[src/rtl/spd_pkg.sv]
// spd_pkg: types, codes, default parameters and the fixed signal class table
// for the pending-signal dispatcher. No dependencies.
`default_nettype none

package spd_pkg;

   // Field widths
   localparam int MODE_W    = 2;
   localparam int SIG_W     = 5;
   localparam int DISP_W    = 2;
   localparam int ACTION_W  = 3;
   localparam int CLASS_W   = 3;
   localparam int PEND_OUT_W = 20;

   // Default signal numbering
   localparam int NUM_SIGNALS_DEF  = 19;
   localparam int CHILD_SIGNAL_DEF = 18;
   localparam int KILL_SIGNAL_DEF  = 9;
   localparam int STOP_SIGNAL_DEF  = 19;

   typedef enum logic [MODE_W-1:0] {
      MODE_POST     = 2'd0,
      MODE_SET_DISP = 2'd1,
      MODE_CHECK    = 2'd2,
      MODE_DELIVER  = 2'd3
   } mode_type;

   // Dispositions
   localparam logic [DISP_W-1:0] DISP_DEFAULT = 2'd0;
   localparam logic [DISP_W-1:0] DISP_IGNORE  = 2'd1;
   localparam logic [DISP_W-1:0] DISP_CATCH   = 2'd2;

   // Deliver actions
   localparam logic [ACTION_W-1:0] ACT_NONE      = 3'd0;
   localparam logic [ACTION_W-1:0] ACT_IGNORED   = 3'd1;
   localparam logic [ACTION_W-1:0] ACT_HANDLER   = 3'd2;
   localparam logic [ACTION_W-1:0] ACT_CORE_EXIT = 3'd3;
   localparam logic [ACTION_W-1:0] ACT_EXIT      = 3'd4;

   // Signal classes
   localparam logic [CLASS_W-1:0] CLS_NONE      = 3'd0;
   localparam logic [CLASS_W-1:0] CLS_TTY       = 3'd1;
   localparam logic [CLASS_W-1:0] CLS_EXCEPTION = 3'd2;
   localparam logic [CLASS_W-1:0] CLS_TRACE     = 3'd3;
   localparam logic [CLASS_W-1:0] CLS_TERM      = 3'd4;
   localparam logic [CLASS_W-1:0] CLS_SYSERR    = 3'd5;
   localparam logic [CLASS_W-1:0] CLS_USER      = 3'd6;

   typedef struct packed {
      mode_type           mode;
      logic [SIG_W-1:0]   signal_number;
      logic [DISP_W-1:0]  disposition;
   } req_item_type;

   typedef struct packed {
      logic                  error;
      logic                  deliverable;
      logic [SIG_W-1:0]      signal_out;
      logic [ACTION_W-1:0]   action;
      logic [CLASS_W-1:0]    signal_class;
      logic                  reap_children;
      logic [PEND_OUT_W-1:0] pending_after;
   } rsp_item_type;

   // Core-dump flag (msb) and class of each signal number
   function automatic logic [CLASS_W:0] sig_info(input logic [SIG_W-1:0] sig);
      logic [CLASS_W:0] info;
      case (sig)
         5'd1:    info = {1'b0, CLS_TTY};
         5'd2:    info = {1'b0, CLS_TTY};
         5'd3:    info = {1'b1, CLS_TTY};
         5'd4:    info = {1'b1, CLS_EXCEPTION};
         5'd5:    info = {1'b1, CLS_TRACE};
         5'd6:    info = {1'b1, CLS_EXCEPTION};
         5'd7:    info = {1'b1, CLS_EXCEPTION};
         5'd8:    info = {1'b1, CLS_EXCEPTION};
         5'd9:    info = {1'b0, CLS_TERM};
         5'd10:   info = {1'b1, CLS_EXCEPTION};
         5'd11:   info = {1'b1, CLS_EXCEPTION};
         5'd12:   info = {1'b1, CLS_SYSERR};
         5'd13:   info = {1'b0, CLS_SYSERR};
         5'd14:   info = {1'b0, CLS_USER};
         5'd15:   info = {1'b0, CLS_TERM};
         5'd16:   info = {1'b0, CLS_USER};
         5'd17:   info = {1'b0, CLS_USER};
         5'd18:   info = {1'b0, CLS_TERM};
         5'd19:   info = {1'b0, CLS_TTY};
         default: info = {1'b0, CLS_NONE};
      endcase
      return info;
   endfunction

endpackage

`default_nettype wire

[src/rtl/spd_req_if.sv]
// spd_req_if: request channel of the pending-signal dispatcher.
// Depends on spd_pkg for field widths.
`default_nettype none

interface spd_req_if;
   import spd_pkg::*;

   logic              valid;
   logic              ready;
   logic [MODE_W-1:0] mode;
   logic [SIG_W-1:0]  signal_number;
   logic [DISP_W-1:0] disposition;

   modport source (output valid, output mode, output signal_number, output disposition,
                   input ready);
   modport sink   (input valid, input mode, input signal_number, input disposition,
                   output ready);
endinterface

`default_nettype wire

[src/rtl/spd_rsp_if.sv]
// spd_rsp_if: response channel of the pending-signal dispatcher.
// Depends on spd_pkg for field widths.
`default_nettype none

interface spd_rsp_if;
   import spd_pkg::*;

   logic                  valid;
   logic                  ready;
   logic                  error;
   logic                  deliverable;
   logic [SIG_W-1:0]      signal_out;
   logic [ACTION_W-1:0]   action;
   logic [CLASS_W-1:0]    signal_class;
   logic                  reap_children;
   logic [PEND_OUT_W-1:0] pending_after;

   modport source (output valid, output error, output deliverable, output signal_out,
                   output action, output signal_class, output reap_children,
                   output pending_after, input ready);
   modport sink   (input valid, input error, input deliverable, input signal_out,
                   input action, input signal_class, input reap_children,
                   input pending_after, output ready);
endinterface

`default_nettype wire

[src/rtl/spd_eval.sv]
// spd_eval: single-pass evaluation of one item against the pending mask and
// disposition table; gives next state and the response. Depends on spd_pkg.
`default_nettype none

module spd_eval #(
   parameter int NUM_SIGNALS  = spd_pkg::NUM_SIGNALS_DEF,
   parameter int CHILD_SIGNAL = spd_pkg::CHILD_SIGNAL_DEF,
   parameter int KILL_SIGNAL  = spd_pkg::KILL_SIGNAL_DEF,
   parameter int STOP_SIGNAL  = spd_pkg::STOP_SIGNAL_DEF
) (
   input  spd_pkg::req_item_type                item_i,
   input  logic [NUM_SIGNALS:0]                 pend_i,
   input  logic [spd_pkg::DISP_W-1:0]           disp_i [NUM_SIGNALS+1],
   output logic [NUM_SIGNALS:0]                 pend_o,
   output logic [spd_pkg::DISP_W-1:0]           disp_o [NUM_SIGNALS+1],
   output spd_pkg::rsp_item_type                rsp_o
);
   import spd_pkg::*;

   localparam int NSIG = NUM_SIGNALS + 1;
   localparam logic [SIG_W-1:0] LAST_SIG = SIG_W'(NUM_SIGNALS);
   localparam logic [SIG_W-1:0] KILL_C   = SIG_W'(KILL_SIGNAL);
   localparam logic [SIG_W-1:0] STOP_C   = SIG_W'(STOP_SIGNAL);

   logic                  in_range;
   logic [NSIG-1:0]       sig_onehot;
   logic [NSIG-1:0]       drop;
   logic [NSIG-1:0]       keep;
   logic [NSIG-1:0]       reap_vec;
   logic [NSIG-1:0]       keep_low;
   logic [NSIG-1:0]       below;
   logic [NSIG-1:0]       pend_low;
   logic [SIG_W-1:0]      low_idx;
   logic [DISP_W-1:0]     low_disp;
   logic [CLASS_W:0]      low_info;
   logic [DISP_W-1:0]     disp_wr;
   logic [PEND_OUT_W+NSIG-1:0] pend_ext;
   rsp_item_type          rsp_core;

   assign in_range = (item_i.signal_number != '0) && (item_i.signal_number <= LAST_SIG);
   // Code three is kept as catch
   assign disp_wr  = (item_i.disposition == DISP_DEFAULT ||
                      item_i.disposition == DISP_IGNORE) ? item_i.disposition : DISP_CATCH;

   // Per-signal decode: which pending signals a check would drop
   always_comb begin
      for (int i = 0; i < NSIG; i++) begin
         sig_onehot[i] = (item_i.signal_number == SIG_W'(i));
         if (i == CHILD_SIGNAL) begin
            drop[i] = pend_i[i] & ((disp_i[i] == DISP_IGNORE) || (disp_i[i] == DISP_DEFAULT));
         end else begin
            drop[i] = pend_i[i] & (disp_i[i] == DISP_IGNORE);
         end
         reap_vec[i] = pend_i[i] & (i == CHILD_SIGNAL) & (disp_i[i] == DISP_IGNORE);
      end
   end

   // Lowest deliverable signal bounds what a check may drop
   assign keep     = pend_i & ~drop;
   assign keep_low = keep & (~keep + NSIG'(1));
   assign below    = (keep == '0) ? '1 : (keep_low - NSIG'(1));
   assign pend_low = pend_i & (~pend_i + NSIG'(1));

   // Encode the lowest pending signal and fetch its disposition
   always_comb begin
      low_idx  = '0;
      low_disp = DISP_DEFAULT;
      for (int i = 0; i < NSIG; i++) begin
         if (pend_low[i]) begin
            low_idx  = low_idx | SIG_W'(i);
            low_disp = low_disp | disp_i[i];
         end
      end
   end

   assign low_info = sig_info(low_idx);

   // Mode decode and state update
   always_comb begin
      pend_o   = pend_i;
      disp_o   = disp_i;
      rsp_core = '0;
      case (item_i.mode)
         MODE_POST: begin
            if (in_range) begin
               pend_o = pend_i | sig_onehot;
            end else begin
               rsp_core.error = 1'b1;
            end
         end
         MODE_SET_DISP: begin
            if (!in_range || item_i.signal_number == KILL_C ||
                item_i.signal_number == STOP_C) begin
               rsp_core.error = 1'b1;
            end else begin
               for (int i = 0; i < NSIG; i++) begin
                  if (sig_onehot[i]) begin
                     disp_o[i] = disp_wr;
                  end
               end
            end
         end
         MODE_CHECK: begin
            pend_o                 = pend_i & ~(drop & below);
            rsp_core.deliverable   = |keep;
            rsp_core.reap_children = |(reap_vec & below);
         end
         MODE_DELIVER: begin
            if (pend_i != '0) begin
               pend_o                = pend_i & ~pend_low;
               rsp_core.signal_out   = low_idx;
               rsp_core.signal_class = low_info[CLASS_W-1:0];
               if (low_disp == DISP_IGNORE) begin
                  rsp_core.action = ACT_IGNORED;
               end else if (low_disp != DISP_DEFAULT) begin
                  rsp_core.action = ACT_HANDLER;
                  for (int i = 0; i < NSIG; i++) begin
                     if (pend_low[i]) begin
                        disp_o[i] = DISP_DEFAULT;
                     end
                  end
               end else if (low_info[CLASS_W]) begin
                  rsp_core.action = ACT_CORE_EXIT;
               end else begin
                  rsp_core.action = ACT_EXIT;
               end
            end
         end
         default: begin
         end
      endcase
   end

   // Reported mask is a fixed 20 bits wide
   assign pend_ext = {{PEND_OUT_W{1'b0}}, pend_o};

   always_comb begin
      rsp_o               = rsp_core;
      rsp_o.pending_after = pend_ext[PEND_OUT_W-1:0];
   end

endmodule

`default_nettype wire

[src/rtl/signal_pending_dispatcher.sv]
// signal_pending_dispatcher: top level of the pending-signal dispatcher.
// Depends on spd_pkg, spd_req_if, spd_rsp_if and spd_eval.
//
// Requests arrive on req_if (valid/ready): mode, signal_number, disposition.
// Each request gives exactly one response on rsp_if (valid/ready) carrying
// error, deliverable, signal_out, action, signal_class, reap_children and
// the pending mask after the request.
// A transfer lands in an input register; an edge on which the response
// register is free or being taken evaluates it against the pending mask and
// disposition table in one pass and loads the response register, updating
// the state on that same edge. Throughput is one request per cycle while the
// receiver does not stall, set by the combinational evaluation in spd_eval.
// When the receiver stalls, the held response blocks the input register,
// which still takes one more request; req_if.ready then drops until the
// response is taken.
// Synchronous reset clears the pending mask, sets every disposition to
// default and empties both registers; a request may follow straight away.
`default_nettype none

module signal_pending_dispatcher #(
   parameter int NUM_SIGNALS  = spd_pkg::NUM_SIGNALS_DEF,
   parameter int CHILD_SIGNAL = spd_pkg::CHILD_SIGNAL_DEF,
   parameter int KILL_SIGNAL  = spd_pkg::KILL_SIGNAL_DEF,
   parameter int STOP_SIGNAL  = spd_pkg::STOP_SIGNAL_DEF
) (
   input logic       clock,
   input logic       reset,
   spd_req_if.sink   req_if,
   spd_rsp_if.source rsp_if
);
   import spd_pkg::*;

   localparam int NSIG = NUM_SIGNALS + 1;

   logic               req_valid_ff, req_valid_in;
   req_item_type       req_item_ff, req_item_in;
   logic               rsp_valid_ff, rsp_valid_in;
   rsp_item_type       rsp_item_ff;
   logic [NSIG-1:0]    pend_ff;
   logic [DISP_W-1:0]  disp_ff [NSIG];

   logic               advance;
   logic [NSIG-1:0]    pend_next;
   logic [DISP_W-1:0]  disp_next [NSIG];
   rsp_item_type       rsp_next;

   // Handshake control
   assign advance      = req_valid_ff && (!rsp_valid_ff || rsp_if.ready);
   assign req_if.ready = !req_valid_ff || advance;

   always_comb begin
      req_valid_in = req_valid_ff;
      req_item_in  = req_item_ff;
      if (req_if.ready) begin
         req_valid_in = req_if.valid;
         req_item_in  = '{mode:          mode_type'(req_if.mode),
                          signal_number: req_if.signal_number,
                          disposition:   req_if.disposition};
      end
   end

   always_comb begin
      rsp_valid_in = rsp_valid_ff;
      if (advance) begin
         rsp_valid_in = 1'b1;
      end else if (rsp_if.ready) begin
         rsp_valid_in = 1'b0;
      end
   end

   // Input register
   always_ff @(posedge clock) begin
      if (reset) begin
         req_valid_ff <= 1'b0;
      end else begin
         req_valid_ff <= req_valid_in;
      end
      req_item_ff <= req_item_in;
   end

   spd_eval #(
      .NUM_SIGNALS  (NUM_SIGNALS),
      .CHILD_SIGNAL (CHILD_SIGNAL),
      .KILL_SIGNAL  (KILL_SIGNAL),
      .STOP_SIGNAL  (STOP_SIGNAL)
   ) u_eval (
      .item_i (req_item_ff),
      .pend_i (pend_ff),
      .disp_i (disp_ff),
      .pend_o (pend_next),
      .disp_o (disp_next),
      .rsp_o  (rsp_next)
   );

   // Signal state: updated as the request moves to the response register
   always_ff @(posedge clock) begin
      if (reset) begin
         pend_ff <= '0;
         for (int i = 0; i < NSIG; i++) begin
            disp_ff[i] <= DISP_DEFAULT;
         end
      end else if (advance) begin
         pend_ff <= pend_next;
         disp_ff <= disp_next;
      end
   end

   // Response register
   always_ff @(posedge clock) begin
      if (reset) begin
         rsp_valid_ff <= 1'b0;
      end else begin
         rsp_valid_ff <= rsp_valid_in;
      end
      if (advance) begin
         rsp_item_ff <= rsp_next;
      end
   end

   assign rsp_if.valid         = rsp_valid_ff;
   assign rsp_if.error         = rsp_item_ff.error;
   assign rsp_if.deliverable   = rsp_item_ff.deliverable;
   assign rsp_if.signal_out    = rsp_item_ff.signal_out;
   assign rsp_if.action        = rsp_item_ff.action;
   assign rsp_if.signal_class  = rsp_item_ff.signal_class;
   assign rsp_if.reap_children = rsp_item_ff.reap_children;
   assign rsp_if.pending_after = rsp_item_ff.pending_after;

`ifndef SYNTHESIS
   // Signal zero can never become pending
   a_no_sig_zero: assert property (@(posedge clock) disable iff (reset)
      !pend_ff[0])
      else $error("signal zero pending");

   // Deliver with anything pending removes exactly one signal
   a_deliver_pops_one: assert property (@(posedge clock) disable iff (reset)
      (advance && req_item_ff.mode == MODE_DELIVER && pend_ff != '0) |=>
      ($countones(pend_ff) == $countones($past(pend_ff)) - 1))
      else $error("deliver did not remove exactly one pending signal");

   // A check that finds nothing deliverable leaves nothing pending
   a_check_clears: assert property (@(posedge clock) disable iff (reset)
      (advance && req_item_ff.mode == MODE_CHECK) |=>
      (rsp_item_ff.deliverable || pend_ff == '0))
      else $error("check left undeliverable signals pending");
`endif

endmodule

`default_nettype wire

[src/flat_wrapper.sv]
// flat-port wrapper written by rule: the top's interface ports become plain ports
module signal_pending_dispatcher_flat import spd_pkg::*;
#(
   parameter int NUM_SIGNALS  = spd_pkg::NUM_SIGNALS_DEF,
   parameter int CHILD_SIGNAL = spd_pkg::CHILD_SIGNAL_DEF,
   parameter int KILL_SIGNAL  = spd_pkg::KILL_SIGNAL_DEF,
   parameter int STOP_SIGNAL  = spd_pkg::STOP_SIGNAL_DEF
)
  (clock, reset, req_if_valid, req_if_mode, req_if_signal_number, req_if_disposition, req_if_ready, rsp_if_valid, rsp_if_error, rsp_if_deliverable, rsp_if_signal_out, rsp_if_action, rsp_if_signal_class, rsp_if_reap_children, rsp_if_pending_after, rsp_if_ready);
  spd_req_if req_if_i ();
  spd_rsp_if rsp_if_i ();
  input logic clock;
  input logic reset;
  input wire logic [$bits(req_if_i.valid)-1:0] req_if_valid;
  input wire logic [$bits(req_if_i.mode)-1:0] req_if_mode;
  input wire logic [$bits(req_if_i.signal_number)-1:0] req_if_signal_number;
  input wire logic [$bits(req_if_i.disposition)-1:0] req_if_disposition;
  output wire logic [$bits(req_if_i.ready)-1:0] req_if_ready;
  output wire logic [$bits(rsp_if_i.valid)-1:0] rsp_if_valid;
  output wire logic [$bits(rsp_if_i.error)-1:0] rsp_if_error;
  output wire logic [$bits(rsp_if_i.deliverable)-1:0] rsp_if_deliverable;
  output wire logic [$bits(rsp_if_i.signal_out)-1:0] rsp_if_signal_out;
  output wire logic [$bits(rsp_if_i.action)-1:0] rsp_if_action;
  output wire logic [$bits(rsp_if_i.signal_class)-1:0] rsp_if_signal_class;
  output wire logic [$bits(rsp_if_i.reap_children)-1:0] rsp_if_reap_children;
  output wire logic [$bits(rsp_if_i.pending_after)-1:0] rsp_if_pending_after;
  input wire logic [$bits(rsp_if_i.ready)-1:0] rsp_if_ready;
  assign req_if_i.valid = req_if_valid;
  assign req_if_i.mode = req_if_mode;
  assign req_if_i.signal_number = req_if_signal_number;
  assign req_if_i.disposition = req_if_disposition;
  assign req_if_ready = req_if_i.ready;
  assign rsp_if_valid = rsp_if_i.valid;
  assign rsp_if_error = rsp_if_i.error;
  assign rsp_if_deliverable = rsp_if_i.deliverable;
  assign rsp_if_signal_out = rsp_if_i.signal_out;
  assign rsp_if_action = rsp_if_i.action;
  assign rsp_if_signal_class = rsp_if_i.signal_class;
  assign rsp_if_reap_children = rsp_if_i.reap_children;
  assign rsp_if_pending_after = rsp_if_i.pending_after;
  assign rsp_if_i.ready = rsp_if_ready;
  signal_pending_dispatcher #(.NUM_SIGNALS(NUM_SIGNALS), .CHILD_SIGNAL(CHILD_SIGNAL), .KILL_SIGNAL(KILL_SIGNAL), .STOP_SIGNAL(STOP_SIGNAL)) u_core (.clock(clock), .reset(reset), .req_if(req_if_i), .rsp_if(rsp_if_i));
endmodule
[config.mk]
export PLATFORM = sky130hd
export DESIGN_NAME = signal_pending_dispatcher_flat
export DESIGN_NICKNAME = d
export VERILOG_FILES = /design/src/rtl/spd_pkg.sv /design/src/rtl/spd_req_if.sv /design/src/rtl/spd_rsp_if.sv /design/src/rtl/spd_eval.sv /design/src/rtl/signal_pending_dispatcher.sv /design/src/flat_wrapper.sv
export SDC_FILE = /design/constraint.sdc
export NUM_CORES = 1
export LEC_CHECK = 0
export BUFFER_PORTS_ARGS = -buffer_cell sky130_fd_sc_hd__buf_4
export CAP_MARGIN = 20
export CELL_PAD_IN_SITES_DETAIL_PLACEMENT = 1
export CELL_PAD_IN_SITES_GLOBAL_PLACEMENT = 2
export CORE_MARGIN = 8
export CORE_UTILIZATION = 40
export CTS_BUF_LIST = sky130_fd_sc_hd__clkbuf_16
export CTS_CLUSTER_DIAMETER = 200
export CTS_CLUSTER_SIZE = 12
export DETAILED_ROUTE_END_ITERATION = 8
export PLACE_DENSITY = 0.92
export SYNTH_ARGS = -nofsm -noshare
export SYNTH_HDL_FRONTEND = slang
export SYNTH_SLANG_ARGS = --single-unit
export TNS_END_PERCENT = 100
[constraint.sdc]
create_clock -name clock -period 8.3 [get_ports clock]
set_clock_uncertainty 0.2 [all_clocks]
set_input_delay 1.66 -clock clock [delete_from_list [all_inputs] [get_ports clock]]
set_output_delay 1.66 -clock clock [all_outputs]
set_load 0.01 [all_outputs]
==> results of run 1 <==
[cell families (layout without fill, tap and decap cells)]
group | after synthesis | after routing | synth area share (%)
flops | 105 | 105 | 40.5
buf+inv | 95 | 108 | 6.19
simple gates | 271 | 271 | 23.4
compound gates | 241 | 241 | 26.8
mux | 19 | 19 | 3.04
[sequential cells by signal, indices dropped and copies added (netlist names)]
register	count
u_core.rsp_if.signal_class	3
u_core.rsp_if.signal_out	5
u_core.pend_ff	20
u_core.disp_ff	40
u_core.rsp_if.reap_children	1
u_core.rsp_if.deliverable	1
u_core.rsp_if.error	1
u_core.rsp_if.valid	1
u_core.req_item_ff	9
u_core.rsp_if.pending_after	20
u_core.rsp_if.action	3
u_core.req_valid_ff	1
[metrics by stage]
step	util [%]	hold slack, ns	instance area [sq um]
6_report	45.7	0.284	6970
4_1_cts	45.7	0.281	6970
3_5_place_dp	44.0	0.268	6710
2_1_floorplan	-	0.238	6250
5_1_grt	45.7	0.303	6970
3_3_place_gp	44.0	0.262	6710
[routing by layer]
layer | track usage (%) | vias to the layer above | wire length [microns] | share of wire (%)
li1 | - | 2766 | - | -
met2 | 36.5 | 370 | 10700 | 45
met1 | 31.1 | 3118 | 10100 | 43
met3 | 4.02 | 70 | 2010 | 8.5
met5 | 0 | - | 0 | 0
met4 | 11.3 | 0 | 840 | 3.5
[final cells by class]
| type | count | area share [%] |
|---|---|---|
| multi-input cells | 531 | 48.0 |
| flip-flops and latches | 105 | 36.3 |
| repair buffers | 60 | 6.46 |
| well taps | 211 | 3.79 |
| clock buffers | 9 | 3.23 |
| inverters | 32 | 1.72 |
| clock inverters | 7 | 0.431 |
[cell usage after synthesis, types with 7 or more instances]
| cell type | count |
|---|---|
| a21oi_1 | 63 |
| o211ai_1 | 8 |
| nand4_1 | 8 |
| or3_1 | 7 |
| nand2b_1 | 39 |
| nor3b_1 | 7 |
| a31oi_1 | 21 |
| edfxtp_1 | 43 |
| nand2_1 | 55 |
| inv_1 | 32 |
| mux2i_1 | 19 |
| nand3_1 | 21 |
| o21ai_0 | 34 |
| o32ai_1 | 20 |
| a22oi_1 | 10 |
| nand3b_1 | 10 |
| o22ai_1 | 9 |
| nor3_1 | 17 |
| dfxtp_1 | 62 |
| and2_1 | 8 |
| nor2b_1 | 12 |
| a211oi_1 | 7 |
| nor4_1 | 11 |
| nor2_1 | 52 |
| clkbuf_1 | 51 |
[worst max-delay path: cells and delay by family]
family / cells / cell delay, ns
buffers and inverters: 2 / 0.36
AND/OR/NAND/NOR: 2 / 0.48
[how the worst max path moves through the flow]
stage,start,cells past startpoint,to
after floorplan,rsp_if_ready,7,u_core.disp_ff[1]
after global placement,rsp_if_ready,8,u_core.disp_ff[33]
after detailed placement,rsp_if_ready,8,u_core.disp_ff[32]
final,rsp_if_ready,4,req_if_ready
after CTS,rsp_if_ready,4,req_if_ready
after global routing,rsp_if_ready,4,req_if_ready
[where the power goes]
group	internal, mW	switching, mW	total, mW	leakage (nW)
Combinational	0.0686	0.151	0.220	1.35
Clock	0.198	0.189	0.388	0.138
Sequential	0.553	0.0178	0.571	0.921
==> flow_metrics.tcl, run 1 <==
set metrics [dict create \
    outcome "complete, no violations" \
    synthTopCellsByArea "edfxtp_1 (21%), dfxtp_1 (20%), a21oi_1 (5.0%)" \
    worstReg2RegStart "u_core.pend_ff[8]" \
    avgViaCountPerCell 6.62 \
    tns_ns 0 \
    ys.flop_type "dfxtp_1" \
    synth_seq_area_share_pct 40.5 \
    synth_cell_types 70 \
    leakage_nw 2.41 \
    wl_mm 23.7 \
    cts.htree.levels 3 \
    crit_chain "buf_4 -> nor2b_1 -> nand2_1 -> buf_4" \
    fmax_ghz 0.229 \
    ant_nets 0 \
    cp-end-kind "output port" \
    grt_pass1_wl_mm 36.6 \
    final_cell_mix "a21oi_1 (63), dfxtp_1 (62), buf_4 (60)" \
    critPathLaunchType "input port" \
    die_y_microns 141 \
    finalSetupViolations 0 \
    rsz0062_at_grt "false" \
    area_growth_pct 11.5 \
    arrival_ns 2.50 \
    io_pins 49 \
    synth_top_cell_area_share_pct 20.7 \
    crit_top_cell "buf_4" \
    hold_class "reg2reg" \
    rrSetupSlack_ns 3.99 \
    grt_pass1_vias 6285 \
    grt_max_degree 65 \
    drive_gt1_share_pct 12.6 \
    critPathRequiredTime_ns 6.44 \
    crit_fanout 10 \
    r2r-end "u_core.rsp_if.action[2]" \
    regArea_sq_um 2530 \
    finalPower_mw 1.18 \
    fin_ws_ns 3.94 \
    irDropWorstVdd_v 0.0000983 \
    period_minus_slack_ns 4.36 \
    place_inst 939 \
    fin_nets 752 \
    finalHoldViolCount 0 \
    post-route-drc-count 0 \
    num_vias 6324 \
    dieWidth_microns 141 \
    ys_async_sr_fraction_pct 0 \
    avgSynthCellArea_sq_um 8.55 \
    wire_per_inst_microns 24.8 \
    cap_viol_max_count 0 \
    gp_congestion 0.964 \
    grt_usage_pct 23.5 \
    ys_seq_elements 105 \
    rr_worst_depth 6 \
    min_path_cells 2 \
    worst_slew_pin_slew_ns 1.02 \
    finalCritPeriodShare_pct 52.6 \
    clkTransAtPathRegs_ns 0.07 \
    grt_antenna_before_repair 0 \
    cts_made_buffers 9 \
    layout_commonest_cell "a21oi_1" \
    clk_latency_ns 0.35 \
    rows 45 \
    maxSlewViolCount 0 \
    drtIter0Drc 703 \
    post-cts-setup-buffers 0 \
    root_buffer "clkbuf_16" \
    holdPathEnd "u_core.disp_ff[1]" \
    first_pass_iters 5 \
    fillers 1794 \
    syn_nets 744 \
    max-clock-path-buffers 2 \
    worstHoldStart "u_core.disp_ff[1]" \
    dieArea_sq_um 19900 \
    cp_slowest_cell "nand2_1" \
    power_density_nw_per_um2 169 \
    cts_hold_buf 0 \
    finalNonFillerCells 955 \
    cts_tree "built" \
    ys.warnings.count 0 \
    cts_sinks 105 \
    initial_core_util_pct 41.0 \
    criticalPathCategory "in2out" \
    diodes 0 \
    post-place-ws_ns 3.76 \
    place_hpwl_mm 16.6 \
    multi_input_area_sq_um 3350 \
    grt_remaining_overflow 0 \
    synth-edff-count 43 \
    cts-resized-gates 0 \
    port_buffers 48 \
    synth_area_sq_um 6250 \
    synth_top_area_cell "edfxtp_1" \
    syn_inst 731 \
    slowest_delay_ns 0.29 \
    core_region_area_sq_um 15300 \
    relSlewSlack_pct 31.6 \
]
(Power assumes the default switching activity.)
==> run 2, diff against run 1 <==
--- a/config.mk
+++ b/config.mk
@@ -10,12 +10,12 @@
 export CELL_PAD_IN_SITES_DETAIL_PLACEMENT = 1
 export CELL_PAD_IN_SITES_GLOBAL_PLACEMENT = 2
 export CORE_MARGIN = 8
-export CORE_UTILIZATION = 40
+export CORE_UTILIZATION = 34
 export CTS_BUF_LIST = sky130_fd_sc_hd__clkbuf_16
 export CTS_CLUSTER_DIAMETER = 200
 export CTS_CLUSTER_SIZE = 12
 export DETAILED_ROUTE_END_ITERATION = 8
-export PLACE_DENSITY = 0.92
+export PLACE_DENSITY = 0.84
 export SYNTH_ARGS = -nofsm -noshare
 export SYNTH_HDL_FRONTEND = slang
 export SYNTH_SLANG_ARGS = --single-unit
==> constraint.sdc (replaced) <==
create_clock -name clock -period 3.7 [get_ports clock]
set_clock_uncertainty 0.2 [all_clocks]
set_input_delay 0.74 -clock clock [delete_from_list [all_inputs] [get_ports clock]]
set_output_delay 0.74 -clock clock [all_outputs]
set_load 0.01 [all_outputs]
==> run 2 against run 1 <==
Against the previous run: cell count rose by 4.2%; wire length up 3.9%; worst hold slack worse by 0.0033 ns; global-route usage shrank 1.8 points; clock power grew 130%; via count decreased by 1.6%; largest power group unchanged; register-to-register slack got worse by 3.5 ns; first-iteration DRC count up 25%; total power is 130% higher; flip-flop and latch count stayed put; critical endpoint is now u_core.disp_ff[14].
==> flow_metrics.tcl, run 2 (synthesis results as in run 1) <==
set metrics [dict create \
    cp-end-kind "register" \
    ant_nets 0 \
    cp_slowest_cell "or4_1" \
    root_buffer "clkbuf_16" \
    criticalPathCategory "reg2reg" \
    clk_latency_ns 0.36 \
    wire_per_inst_microns 24.7 \
    wl_mm 24.6 \
    finalNonFillerCells 995 \
    fmax_ghz 0.314 \
    core_region_area_sq_um 18000 \
    rsz0062_at_grt "false" \
    regArea_sq_um 2530 \
    worst-path-stages 7 \
    post-cts-setup-buffers 0 \
    multi_input_area_sq_um 3350 \
    cts.htree.levels 3 \
    first_pass_iters 6 \
    crit_chain "or4_1 -> nor4_4 -> a211oi_4 -> buf_4 -> o21ai_0 -> a21oi_1 -> o32ai_1" \
    drive_gt1_share_pct 15.3 \
    power_density_nw_per_um2 376 \
    grt_max_degree 61 \
    layout_commonest_cell "buf_4" \
    crit_fanout 14 \
    slowest_delay_ns 0.74 \
    grt_usage_pct 21.7 \
    largest_register_ffs 40 \
    maxSlewViolCount 0 \
    finalPower_mw 2.70 \
    fin_nets 774 \
    place_inst 979 \
    cts_sinks 105 \
    period_minus_slack_ns 3.18 \
    irDropWorstVdd_v 0.000233 \
    min_path_cells 2 \
    critPathRequiredTime_ns 3.77 \
    rr_worst_depth 7 \
    finalCritPeriodShare_pct 86.1 \
    grt_antenna_before_repair 0 \
    drtIter0Drc 880 \
    avgViaCountPerCell 6.26 \
    place_hpwl_mm 18.2 \
    cap_viol_max_count 0 \
    io_pins 49 \
    leakage_nw 2.53 \
    rows 49 \
    grt_remaining_overflow 0 \
    port_buffers 48 \
    grt_pass1_vias 6221 \
    clkTransAtPathRegs_ns 0.07 \
    fillers 2158 \
    final_cell_mix "buf_4 (81), a21oi_1 (63), dfxtp_1 (62)" \
    grt_pass1_wl_mm 37.7 \
    area_growth_pct 14.9 \
    tns_ns 0 \
    worst_slew_pin_slew_ns 0.990 \
    cts_hold_buf 0 \
    diodes 0 \
    cts-resized-gates 0 \
    path_buf_inv 1 \
    num_vias 6224 \
    cts_made_buffers 9 \
    regMostFlops "u_core.disp_ff" \
    dieArea_sq_um 23000 \
    whs_ns 0.281 \
    max-clock-path-buffers 2 \
    gp_congestion 0.974 \
    cpLargestDelayFamily "simple AND/OR/NAND/NOR gates" \
    hold_class "reg2reg" \
    dieWidth_microns 152 \
    post-route-drc-count 0 \
    arrival_ns 3.25 \
    critPathLaunchType "register" \
    outcome "complete, no violations" \
    relSlewSlack_pct 33.4 \
    finalSetupViolations 0 \
    initial_core_util_pct 34.7 \
    die_y_microns 152 \
    finalHoldViolCount 0 \
    cts_tree "built" \
]
[run 2: area by class of cell]
cell class	count	share of cell area (%)
inverter	32	1.67
clock buffer	9	3.14
timing repair buffer	82	8.75
clock inverter	7	0.453
multi-input combinational	531	46.7
sequential	105	35.3
tap	229	3.99
[run 2: power breakdown]
part	internal, mW	total [mW]	switching [mW]
Clock	0.446	0.890	0.444
Combinational	0.178	0.526	0.348
Sequential	1.24	1.28	0.0397
Total	1.86	2.70	0.832
[run 2: per-stage QoR]
stage	instance area [sq um]	setup slack, ns	util, %
global placement	6920	0.644	38.4
detailed placement	6920	0.594	38.4
floorplan	6250	0.352	-
finish	7180	0.515	39.8
CTS	7180	0.575	39.8
global route	7180	0.372	39.8
[run 2: per-layer routing]
metal / vias up / part of all wire (%) / track usage (%)
met5: - / 0 / 0
met4: 0 / 5.0 / 13.4
met3: 68 / 7.3 / 3.39
met2: 271 / 44 / 32.6
met1: 3082 / 44 / 28.8
li1: 2803 / - / -
[run 2: worst min-delay path, delay by kind of cell, from the launching register on]
kind,cells,cell delay [ns]
DFF,1,0.33
and+or+nand+nor,1,0.07
AOI/OAI and AO/OA,1,0.04
[run 2: worst paths after layout]
check / start / slack, ns / endpoint
setup reg to reg: u_core.pend_ff[8] / 0.52 / u_core.disp_ff[14]
hold / removal: u_core.disp_ff[1] / 0.28 / u_core.disp_ff[1]
setup / recovery: u_core.pend_ff[8] / 0.52 / u_core.disp_ff[14]
hold reg to reg: u_core.disp_ff[1] / 0.28 / u_core.disp_ff[1]
